<file path="config.mk">
export PLATFORM = sky130hd
export DESIGN_NAME = scale_pitch_quantizer
export DESIGN_NICKNAME = d
export VERILOG_FILES = /design/src/spq_pkg.sv /design/src/spq_ctrl.sv /design/src/spq_dp.sv /design/src/scale_pitch_quantizer.sv
export SDC_FILE = /design/constraint.sdc
export NUM_CORES = 2
export LEC_CHECK = 0
export BUFFER_PORTS_ARGS = -buffer_cell sky130_fd_sc_hd__buf_2
export CAP_MARGIN = 10
export CORE_MARGIN = 1
export CORE_UTILIZATION = 50
export CTS_CLUSTER_SIZE = 28
export DETAILED_ROUTE_END_ITERATION = 8
export PLACE_DENSITY = 0.72
export SYNTH_ARGS = -nofsm -noshare
export SYNTH_HDL_FRONTEND = slang
export SYNTH_SLANG_ARGS = --single-unit
</file>
<file path="constraint.sdc">
create_clock -name clk -period 21.5 [get_ports clk]
set_input_delay 2.15 -clock clk [delete_from_list [all_inputs] [get_ports clk]]
set_output_delay 2.15 -clock clk [all_outputs]
set_load 0.05 [all_outputs]
</file>
<file path="src/spq_pkg.sv">
package spq_pkg;

    localparam int PITCH_W  = 19;
    localparam int OFFSET_W = 15;
    localparam int SLOT_W   = 7;
    localparam int COUNT_W  = 8;
    localparam int DIST_W   = 15;
    localparam int REM_W    = 20;
    localparam int SUM_W    = 21;
    localparam int DIVB_W   = 1;

    localparam int OCTAVE_UNITS = 19200;
    // fourteen octaves of bias keep every pitch non-negative before the split
    localparam int OCTAVE_BIAS  = 14 * OCTAVE_UNITS;
    // quotient step then remainder step
    localparam int DIV_STEPS    = 2;
    // 19200 = 256 * 75; 3496 / 2^18 gives floor(y / 75) exactly for y below 4681
    localparam int OCT_SHIFT    = 8;
    localparam int RECIP        = 3496;
    localparam int RECIP_SHIFT  = 18;
    localparam int PROD_W       = 23;
    localparam int QUO_W        = 5;
    localparam int PITCH_MAX    = 262143;
    localparam int PITCH_MIN    = -262144;

    localparam logic REQ_WRITE    = 1'b0;
    localparam logic REQ_QUANTIZE = 1'b1;

    typedef struct packed {
        logic              clear_wr;
        logic              tone_wr;
        logic              load_pitch;
        logic              div_step;
        logic [DIVB_W-1:0] div_bit;
        logic              rd_en;
        logic              result_load;
    } spq_cmd_t;

    typedef struct packed {
        logic out_blocked;
    } spq_sts_t;

endpackage

</file>
<file path="src/spq_ctrl.sv">
module spq_ctrl #(
    parameter int TONE_SLOTS = 128
) (
    input  logic                                  clk,
    input  logic                                  rst_n,
    input  logic                                  in_valid,
    input  logic                                  req_type,
    output logic                                  in_stall,
    input  logic [$clog2(TONE_SLOTS+1)-1:0]       n_lim,
    input  spq_pkg::spq_sts_t                     sts,
    output spq_pkg::spq_cmd_t                     cmd,
    output logic [$clog2(TONE_SLOTS)-1:0]         addr
);
    import spq_pkg::*;

    localparam int AW = $clog2(TONE_SLOTS);
    localparam int NW = $clog2(TONE_SLOTS + 1);

    localparam logic [2:0] ST_CLEAR  = 3'd0;
    localparam logic [2:0] ST_IDLE   = 3'd1;
    localparam logic [2:0] ST_DIV    = 3'd2;
    localparam logic [2:0] ST_SEARCH = 3'd3;
    localparam logic [2:0] ST_FINISH = 3'd4;

    logic [2:0]        state_reg, state_next;
    logic [NW-1:0]     cnt_reg, cnt_next;
    logic [DIVB_W-1:0] bit_reg, bit_next;

    assign addr = cnt_reg[AW-1:0];

    always_comb
    begin
        state_next = state_reg;
        cnt_next   = cnt_reg;
        bit_next   = bit_reg;
        cmd        = '0;
        in_stall   = 1'b1;
        unique case (state_reg)
            ST_CLEAR:
            begin
                cmd.clear_wr = 1'b1;
                if (cnt_reg == NW'(TONE_SLOTS - 1))
                begin
                    cnt_next   = '0;
                    state_next = ST_IDLE;
                end
                else
                begin
                    cnt_next = cnt_reg + 1'b1;
                end
            end
            ST_IDLE:
            begin
                in_stall = 1'b0;
                if (in_valid)
                begin
                    if (req_type == REQ_QUANTIZE)
                    begin
                        cmd.load_pitch = 1'b1;
                        bit_next       = DIVB_W'(DIV_STEPS - 1);
                        state_next     = ST_DIV;
                    end
                    else
                    begin
                        cmd.tone_wr = 1'b1;
                    end
                end
            end
            ST_DIV:
            begin
                cmd.div_step = 1'b1;
                cmd.div_bit  = bit_reg;
                if (bit_reg == '0)
                begin
                    cnt_next   = '0;
                    state_next = ST_SEARCH;
                end
                else
                begin
                    bit_next = bit_reg - 1'b1;
                end
            end
            ST_SEARCH:
            begin
                // read data is registered ahead of its compare
                if (cnt_reg < n_lim)
                begin
                    cmd.rd_en = 1'b1;
                    cnt_next  = cnt_reg + 1'b1;
                end
                else
                begin
                    state_next = ST_FINISH;
                end
            end
            ST_FINISH:
            begin
                if (!sts.out_blocked)
                begin
                    cmd.result_load = 1'b1;
                    state_next      = ST_IDLE;
                end
            end
            default:
            begin
                state_next = ST_IDLE;
            end
        endcase
    end

    always_ff @(posedge clk or negedge rst_n)
    begin
        if (!rst_n)
        begin
            state_reg <= ST_CLEAR;
            cnt_reg   <= '0;
            bit_reg   <= '0;
        end
        else
        begin
            state_reg <= state_next;
            cnt_reg   <= cnt_next;
            bit_reg   <= bit_next;
        end
    end

endmodule

</file>
<file path="src/spq_dp.sv">
module spq_dp #(
    parameter int TONE_SLOTS = 128
) (
    input  logic                                  clk,
    input  logic                                  rst_n,
    input  spq_pkg::spq_cmd_t                     cmd,
    input  logic [$clog2(TONE_SLOTS)-1:0]         addr,
    output logic [$clog2(TONE_SLOTS+1)-1:0]       n_lim,
    output spq_pkg::spq_sts_t                     sts,
    input  logic [spq_pkg::SLOT_W-1:0]            tone_slot,
    input  logic [spq_pkg::OFFSET_W-1:0]          tone_offset,
    input  logic                                  tone_on,
    input  logic signed [spq_pkg::PITCH_W-1:0]    pitch_in,
    input  logic                                  cfg_wr,
    input  logic [spq_pkg::COUNT_W-1:0]           cfg_data,
    input  logic                                  out_stall,
    output logic                                  out_valid,
    output logic signed [spq_pkg::PITCH_W-1:0]    pitch_out,
    output logic [spq_pkg::SLOT_W-1:0]            chosen_slot,
    output logic                                  matched
);
    import spq_pkg::*;

    localparam int AW = $clog2(TONE_SLOTS);
    localparam int NW = $clog2(TONE_SLOTS + 1);
    localparam int MW = OFFSET_W + 1;

    // tone memory: enable bit above the offset
    logic [MW-1:0] mem [TONE_SLOTS];
    logic [MW-1:0] rd_data_reg;
    logic          rd_valid_reg;
    logic [AW-1:0] rd_idx_reg;

    logic          wr_en;
    logic [AW-1:0] wr_addr;
    logic [MW-1:0] wr_data;
    logic          slot_ok;

    logic [COUNT_W-1:0] count_reg;

    logic signed [PITCH_W-1:0] p_reg;
    logic [REM_W-1:0]          rem_reg, rem_next;
    logic [PROD_W-1:0]         quo_prod;
    logic [QUO_W-1:0]          quo_reg;
    logic signed [SUM_W-1:0]   p_ext;

    logic                      found_reg, found_next;
    logic [DIST_W-1:0]         best_dist_reg, best_dist_next;
    logic [OFFSET_W-1:0]       best_off_reg, best_off_next;
    logic [AW-1:0]             best_idx_reg, best_idx_next;
    logic signed [OFFSET_W:0]  diff;
    logic [DIST_W-1:0]         cur_dist;
    logic                      take;

    logic signed [SUM_W-1:0]   pos_ext, off_ext, sum;
    logic signed [PITCH_W-1:0] sat;

    logic                      out_valid_reg;
    logic signed [PITCH_W-1:0] pitch_out_reg;
    logic [SLOT_W-1:0]         slot_out_reg;
    logic                      matched_reg;

    assign slot_ok = (32'(tone_slot) < 32'(TONE_SLOTS));
    assign wr_en   = cmd.clear_wr || (cmd.tone_wr && slot_ok);
    assign wr_addr = cmd.clear_wr ? addr : AW'(tone_slot);
    assign wr_data = cmd.clear_wr ? {(addr == '0), OFFSET_W'(0)} : {tone_on, tone_offset};

    always_ff @(posedge clk)
    begin
        if (wr_en)
        begin
            mem[wr_addr] <= wr_data;
        end
        if (cmd.rd_en)
        begin
            rd_data_reg <= mem[addr];
        end
        rd_idx_reg <= addr;
    end

    assign n_lim = (32'(count_reg) > 32'(TONE_SLOTS)) ? NW'(TONE_SLOTS) : NW'(count_reg);

    // octave split by reciprocal multiply on the biased pitch
    assign p_ext    = SUM_W'(p_reg);
    assign quo_prod = PROD_W'(rem_reg[REM_W-1:OCT_SHIFT]) * PROD_W'(RECIP);

    always_comb
    begin
        rem_next = rem_reg;
        if (cmd.load_pitch)
        begin
            rem_next = REM_W'(SUM_W'(pitch_in) + SUM_W'(OCTAVE_BIAS));
        end
        else if (cmd.div_step && (cmd.div_bit == '0))
        begin
            rem_next = rem_reg - REM_W'(quo_reg) * REM_W'(OCTAVE_UNITS);
        end
    end

    assign diff = $signed({1'b0, rd_data_reg[OFFSET_W-1:0]})
                - $signed({1'b0, rem_reg[OFFSET_W-1:0]});
    assign cur_dist = diff[OFFSET_W] ? DIST_W'(-diff) : DIST_W'(diff);
    assign take = rd_valid_reg && rd_data_reg[OFFSET_W]
                  && (!found_reg || cur_dist < best_dist_reg);

    always_comb
    begin
        found_next     = found_reg;
        best_dist_next = best_dist_reg;
        best_off_next  = best_off_reg;
        best_idx_next  = best_idx_reg;
        if (cmd.load_pitch)
        begin
            found_next = 1'b0;
        end
        else if (take)
        begin
            found_next     = 1'b1;
            best_dist_next = cur_dist;
            best_off_next  = rd_data_reg[OFFSET_W-1:0];
            best_idx_next  = rd_idx_reg;
        end
    end

    // octave base is pitch minus in-octave position
    assign pos_ext = SUM_W'(rem_reg[OFFSET_W-1:0]);
    assign off_ext = SUM_W'(best_off_reg);
    assign sum     = p_ext - pos_ext + off_ext;

    always_comb
    begin
        if (sum > SUM_W'(PITCH_MAX))
        begin
            sat = PITCH_W'(PITCH_MAX);
        end
        else if (sum < SUM_W'(PITCH_MIN))
        begin
            sat = PITCH_W'(PITCH_MIN);
        end
        else
        begin
            sat = sum[PITCH_W-1:0];
        end
    end

    always_ff @(posedge clk)
    begin
        if (cmd.load_pitch)
        begin
            p_reg <= pitch_in;
        end
        if (cmd.div_step && (cmd.div_bit != '0))
        begin
            quo_reg <= quo_prod[PROD_W-1:RECIP_SHIFT];
        end
        rem_reg       <= rem_next;
        best_dist_reg <= best_dist_next;
        best_off_reg  <= best_off_next;
        best_idx_reg  <= best_idx_next;
        if (cmd.result_load)
        begin
            pitch_out_reg <= found_reg ? sat : p_reg;
            slot_out_reg  <= found_reg ? SLOT_W'(best_idx_reg) : '0;
            matched_reg   <= found_reg;
        end
    end

    always_ff @(posedge clk or negedge rst_n)
    begin
        if (!rst_n)
        begin
            count_reg     <= COUNT_W'(1);
            rd_valid_reg  <= 1'b0;
            found_reg     <= 1'b0;
            out_valid_reg <= 1'b0;
        end
        else
        begin
            if (cfg_wr)
            begin
                count_reg <= cfg_data;
            end
            rd_valid_reg <= cmd.rd_en;
            found_reg    <= found_next;
            if (cmd.result_load)
            begin
                out_valid_reg <= 1'b1;
            end
            else if (!out_stall)
            begin
                out_valid_reg <= 1'b0;
            end
        end
    end

    assign sts.out_blocked = out_valid_reg && out_stall;
    assign out_valid       = out_valid_reg;
    assign pitch_out       = pitch_out_reg;
    assign chosen_slot     = slot_out_reg;
    assign matched         = matched_reg;

endmodule

</file>
<file path="src/scale_pitch_quantizer.sv">
// channel   direction  handshake            payload
// in        input      in_valid / in_stall   req_type tone_slot tone_offset tone_on pitch_in
// out       output     out_valid / out_stall pitch_out chosen_slot matched
// cfg       input      cfg_valid / cfg_ready cfg_data (tone_count)
//
// a tone write leaves the controller idle and ready for another request; a quantize request runs the
// divide steps, then a walk over n tone slots, n being the tone count capped at TONE_SLOTS, then a finish state
// after reset the tone memory is swept over all TONE_SLOTS slots with in_stall high
// the result register lets the next request start while a result waits on out_stall
// cfg_ready is always high
module scale_pitch_quantizer #(
    parameter int TONE_SLOTS = 128
) (
    input  logic                                  clk,
    input  logic                                  rst_n,
    input  logic                                  in_valid,
    output logic                                  in_stall,
    input  logic [0:0]                            req_type,
    input  logic [spq_pkg::SLOT_W-1:0]            tone_slot,
    input  logic [spq_pkg::OFFSET_W-1:0]          tone_offset,
    input  logic [0:0]                            tone_on,
    input  logic signed [spq_pkg::PITCH_W-1:0]    pitch_in,
    output logic                                  out_valid,
    input  logic                                  out_stall,
    output logic signed [spq_pkg::PITCH_W-1:0]    pitch_out,
    output logic [spq_pkg::SLOT_W-1:0]            chosen_slot,
    output logic [0:0]                            matched,
    input  logic                                  cfg_valid,
    output logic                                  cfg_ready,
    input  logic [spq_pkg::COUNT_W-1:0]           cfg_data
);
    import spq_pkg::*;

    localparam int AW = $clog2(TONE_SLOTS);
    localparam int NW = $clog2(TONE_SLOTS + 1);

    spq_cmd_t      cmd;
    spq_sts_t      sts;
    logic [AW-1:0] addr;
    logic [NW-1:0] n_lim;

    assign cfg_ready = 1'b1;

    spq_ctrl #(
        .TONE_SLOTS (TONE_SLOTS)
    ) u_ctrl (
        .clk      (clk),
        .rst_n    (rst_n),
        .in_valid (in_valid),
        .req_type (req_type[0]),
        .in_stall (in_stall),
        .n_lim    (n_lim),
        .sts      (sts),
        .cmd      (cmd),
        .addr     (addr)
    );

    spq_dp #(
        .TONE_SLOTS (TONE_SLOTS)
    ) u_dp (
        .clk         (clk),
        .rst_n       (rst_n),
        .cmd         (cmd),
        .addr        (addr),
        .n_lim       (n_lim),
        .sts         (sts),
        .tone_slot   (tone_slot),
        .tone_offset (tone_offset),
        .tone_on     (tone_on[0]),
        .pitch_in    (pitch_in),
        .cfg_wr      (cfg_valid && cfg_ready),
        .cfg_data    (cfg_data),
        .out_stall   (out_stall),
        .out_valid   (out_valid),
        .pitch_out   (pitch_out),
        .chosen_slot (chosen_slot),
        .matched     (matched[0])
    );

endmodule
</file>
==> results.tsv <==
metric	value	unit
H-tree depth	4	
pin count of the biggest net entering global routing	111	
DIE HEIGHT	426	um
crit path launch type	flop	
drt pass-1 iters	5	
Final ANT Viol Nets	0	
DR vias/cell	6.29	
number of I/O pins	86	
Worst-path clk slew	0.06	ns
TritonCTS buffer count	206	
Leak Pwr	32.7	nW
actual slew at the worst max-slew pin	1.21	ns
GR Overflow Total	0	
Die ar.	182000	um^2
quantity of gates resized following cts	0	
synthesized area	90100	um^2
Arr. time, crit path	6.86	ns
pwr/cell area	151	nW/um^2
Synth cell types	76	
main area contributors after synthesis	edfxtp_1 72%, mux4_2 17%, ha_1 2.1%	
core region area	179000	um^2
Yosys reg bits	2202	
Peak VDD IR	0.196	mV
total routed wirelength	218	mm
fin nets	4765	
Fin. Hold Viols	0	
outcome	complete, no violations	
top achievable clock speed	0.159	GHz
count of final max-slew check failures	0	
Synth Net Count	4483	
row cnt	155	
worst hold slack	0.403	ns
vias in the first global route	43947	
Final min period	6.27	ns
Yosys top cell area share	0.724	
final RePlAce weighted congestion	0.854	
initial antenna violation count	22	
Post-synth EDFFs	2172	
Setup crit end kind	flop	
Post-CTS Setup Inserts	0	
Design Area, Final	101000	um^2
first-pass GRT wire length	313	mm
Avg Synthesized Cell Area	21.3	um^2
GRT Total Usage	0.243	
relative slew slack	0.192	
CTS root buffer	clkbuf_16	
min-delay worst type	flop to flop	
worst clock skew	0.0469	ns
setup violators final	0	
Worst Setup Path Type	flop to flop	
synthesis-to-finish area growth	12.2	%
PortBufs	84	
WP data required	22.08	ns
Post-synth top flop	edfxtp_1	
Via Count	44401	
RSZ-0062 raised after global routing	no	
Yosys top cell by area	edfxtp_1	
ys async rst share	0.0104	
max reg flops	2048	
hold buffers post-CTS	0	
Synth Warn #	0	
Layout fillers	12727	
r2r setup slk	15.23	ns
most frequent cells after synthesis	2172 x edfxtp_1, 672 x mux4_2, 201 x nor2_1, 152 x ha_1, 131 x inv_1	
Clock Tree Buf Depth	3	
layout cell share with drive strength beyond 1	0.281	
worst skew pair latency	0.85	ns
count leader, synth	edfxtp_1	
Seq/Total Area, Yosys	0.732	
critical path fanouts, max	107	
Initial DRC Count	6377	
Placed Area	94100	um^2
clk sinks	2202	
hpwl dp	128	mm
Fin Setup TNS	0	ns
DRC viols	0	
starting density of the core	0.504	
maxcap violations	0	
DR WL/cell	30.9	um
Die Span X	426	um
Final Cycle Share	0.292	
CTS tree	built	
Syn Inst Count	4234	
cell type report:
| class | count | area [um^2] | share of cell area |
|---|---|---|---|
| multi-input combinational | 1711 | 22900 | 0.227 |
| tap | 2355 | 2950 | 0.0291 |
| inverter | 132 | 495 | 0.00490 |
| sequential | 2202 | 66000 | 0.652 |
| clock inverter | 153 | 1590 | 0.0157 |
| antenna | 11 | 27.5 | 0.000272 |
| clock buffer | 235 | 5350 | 0.0529 |
| timing repair buffer | 263 | 1810 | 0.0179 |
cells in the final DEF (no fill, tap or decap), types with 25 or more instances in the layout:
cell,count
nand3_1,37
edfxtp_1,2172
buf_2,84
inv_1,130
nand2_1,86
a21oi_1,67
clkbuf_16,210
clkinv_1,53
xor2_1,28
fa_1,41
nor2_1,198
ha_1,152
o21ai_0,46
xnor2_1,48
clkinv_2,48
clkbuf_1,25
mux4_2,672
buf_4,175
bufinv_16,29
metal layers:
layer,vias up,track usage,routed length (um)
li1,18140,-,-
met1,23384,0.344,85000
met2,2539,0.374,102000
met3,328,0.0538,23000
met4,10,0.0854,7900
met5,-,0,59
worst paths after layout:
kind,from,endpoint,cells after the start
setup / recovery,u_ctrl.cnt_reg[0]$_DFFE_PN0P_,u_dp.rd_data_reg[3]$_DFFE_PP_,8
hold / removal,u_dp.rd_idx_reg[3]$_DFF_P_,u_dp.best_idx_reg[3]$_DFFE_PP_,0
setup reg to reg,u_ctrl.cnt_reg[0]$_DFFE_PN0P_,u_dp.rd_data_reg[3]$_DFFE_PP_,8
hold reg to reg,u_dp.rd_idx_reg[3]$_DFF_P_,u_dp.best_idx_reg[3]$_DFFE_PP_,0
max in group asynchronous,rst_n,u_ctrl.cnt_reg[0]$_DFFE_PN0P_,1
min in group asynchronous,rst_n,u_ctrl.state_reg[1]$_DFFE_PN0P_,1
kinds of logic (layout without fill, tap and decap cells):
group,Yosys count,in the layout,synth area share
and+or+nand+nor,471,471,0.0246
other,1,12,0.0000416
AOI/OAI and AO/OA,272,272,0.0198
adders and majority gates,193,193,0.0302
DFF,2202,2202,0.732
xor gates and xnor gates,76,76,0.00739
buffers and inverters,321,783,0.0147
muxes,698,698,0.171
power by group:
part / internal, mW / switching [mW]
logic: 2.58 / 3.46
clock network: 2.14 / 1.58
registers: 5.37 / 0.153
total: 10.1 / 5.20
through the flow:
step | worst slack [ns] | power (mW) | instances | util
5_1_grt | 14.77 | 16.1 | 7058 | 0.566
3_5_place_dp | 15.18 | 11.7 | 6663 | 0.527
4_1_cts | 15.08 | 15.4 | 7051 | 0.566
2_1_floorplan | 13.72 | 9.87 | 4234 | -
6_report | 15.23 | 15.3 | 7062 | 0.566
3_3_place_gp | 15.17 | 11.5 | 6663 | 0.527
critical path, stage by stage, from the launching register on:
cell and delay [ns]:
dfrtp_4 0.78, buf_12 0.60, buf_4 0.83, buf_12 0.71
buf_4 0.76, mux4_2 0.64, mux4_2 0.54, mux4_2 0.52
mux2_2 0.27
Power figures use the tool's default switching activity.
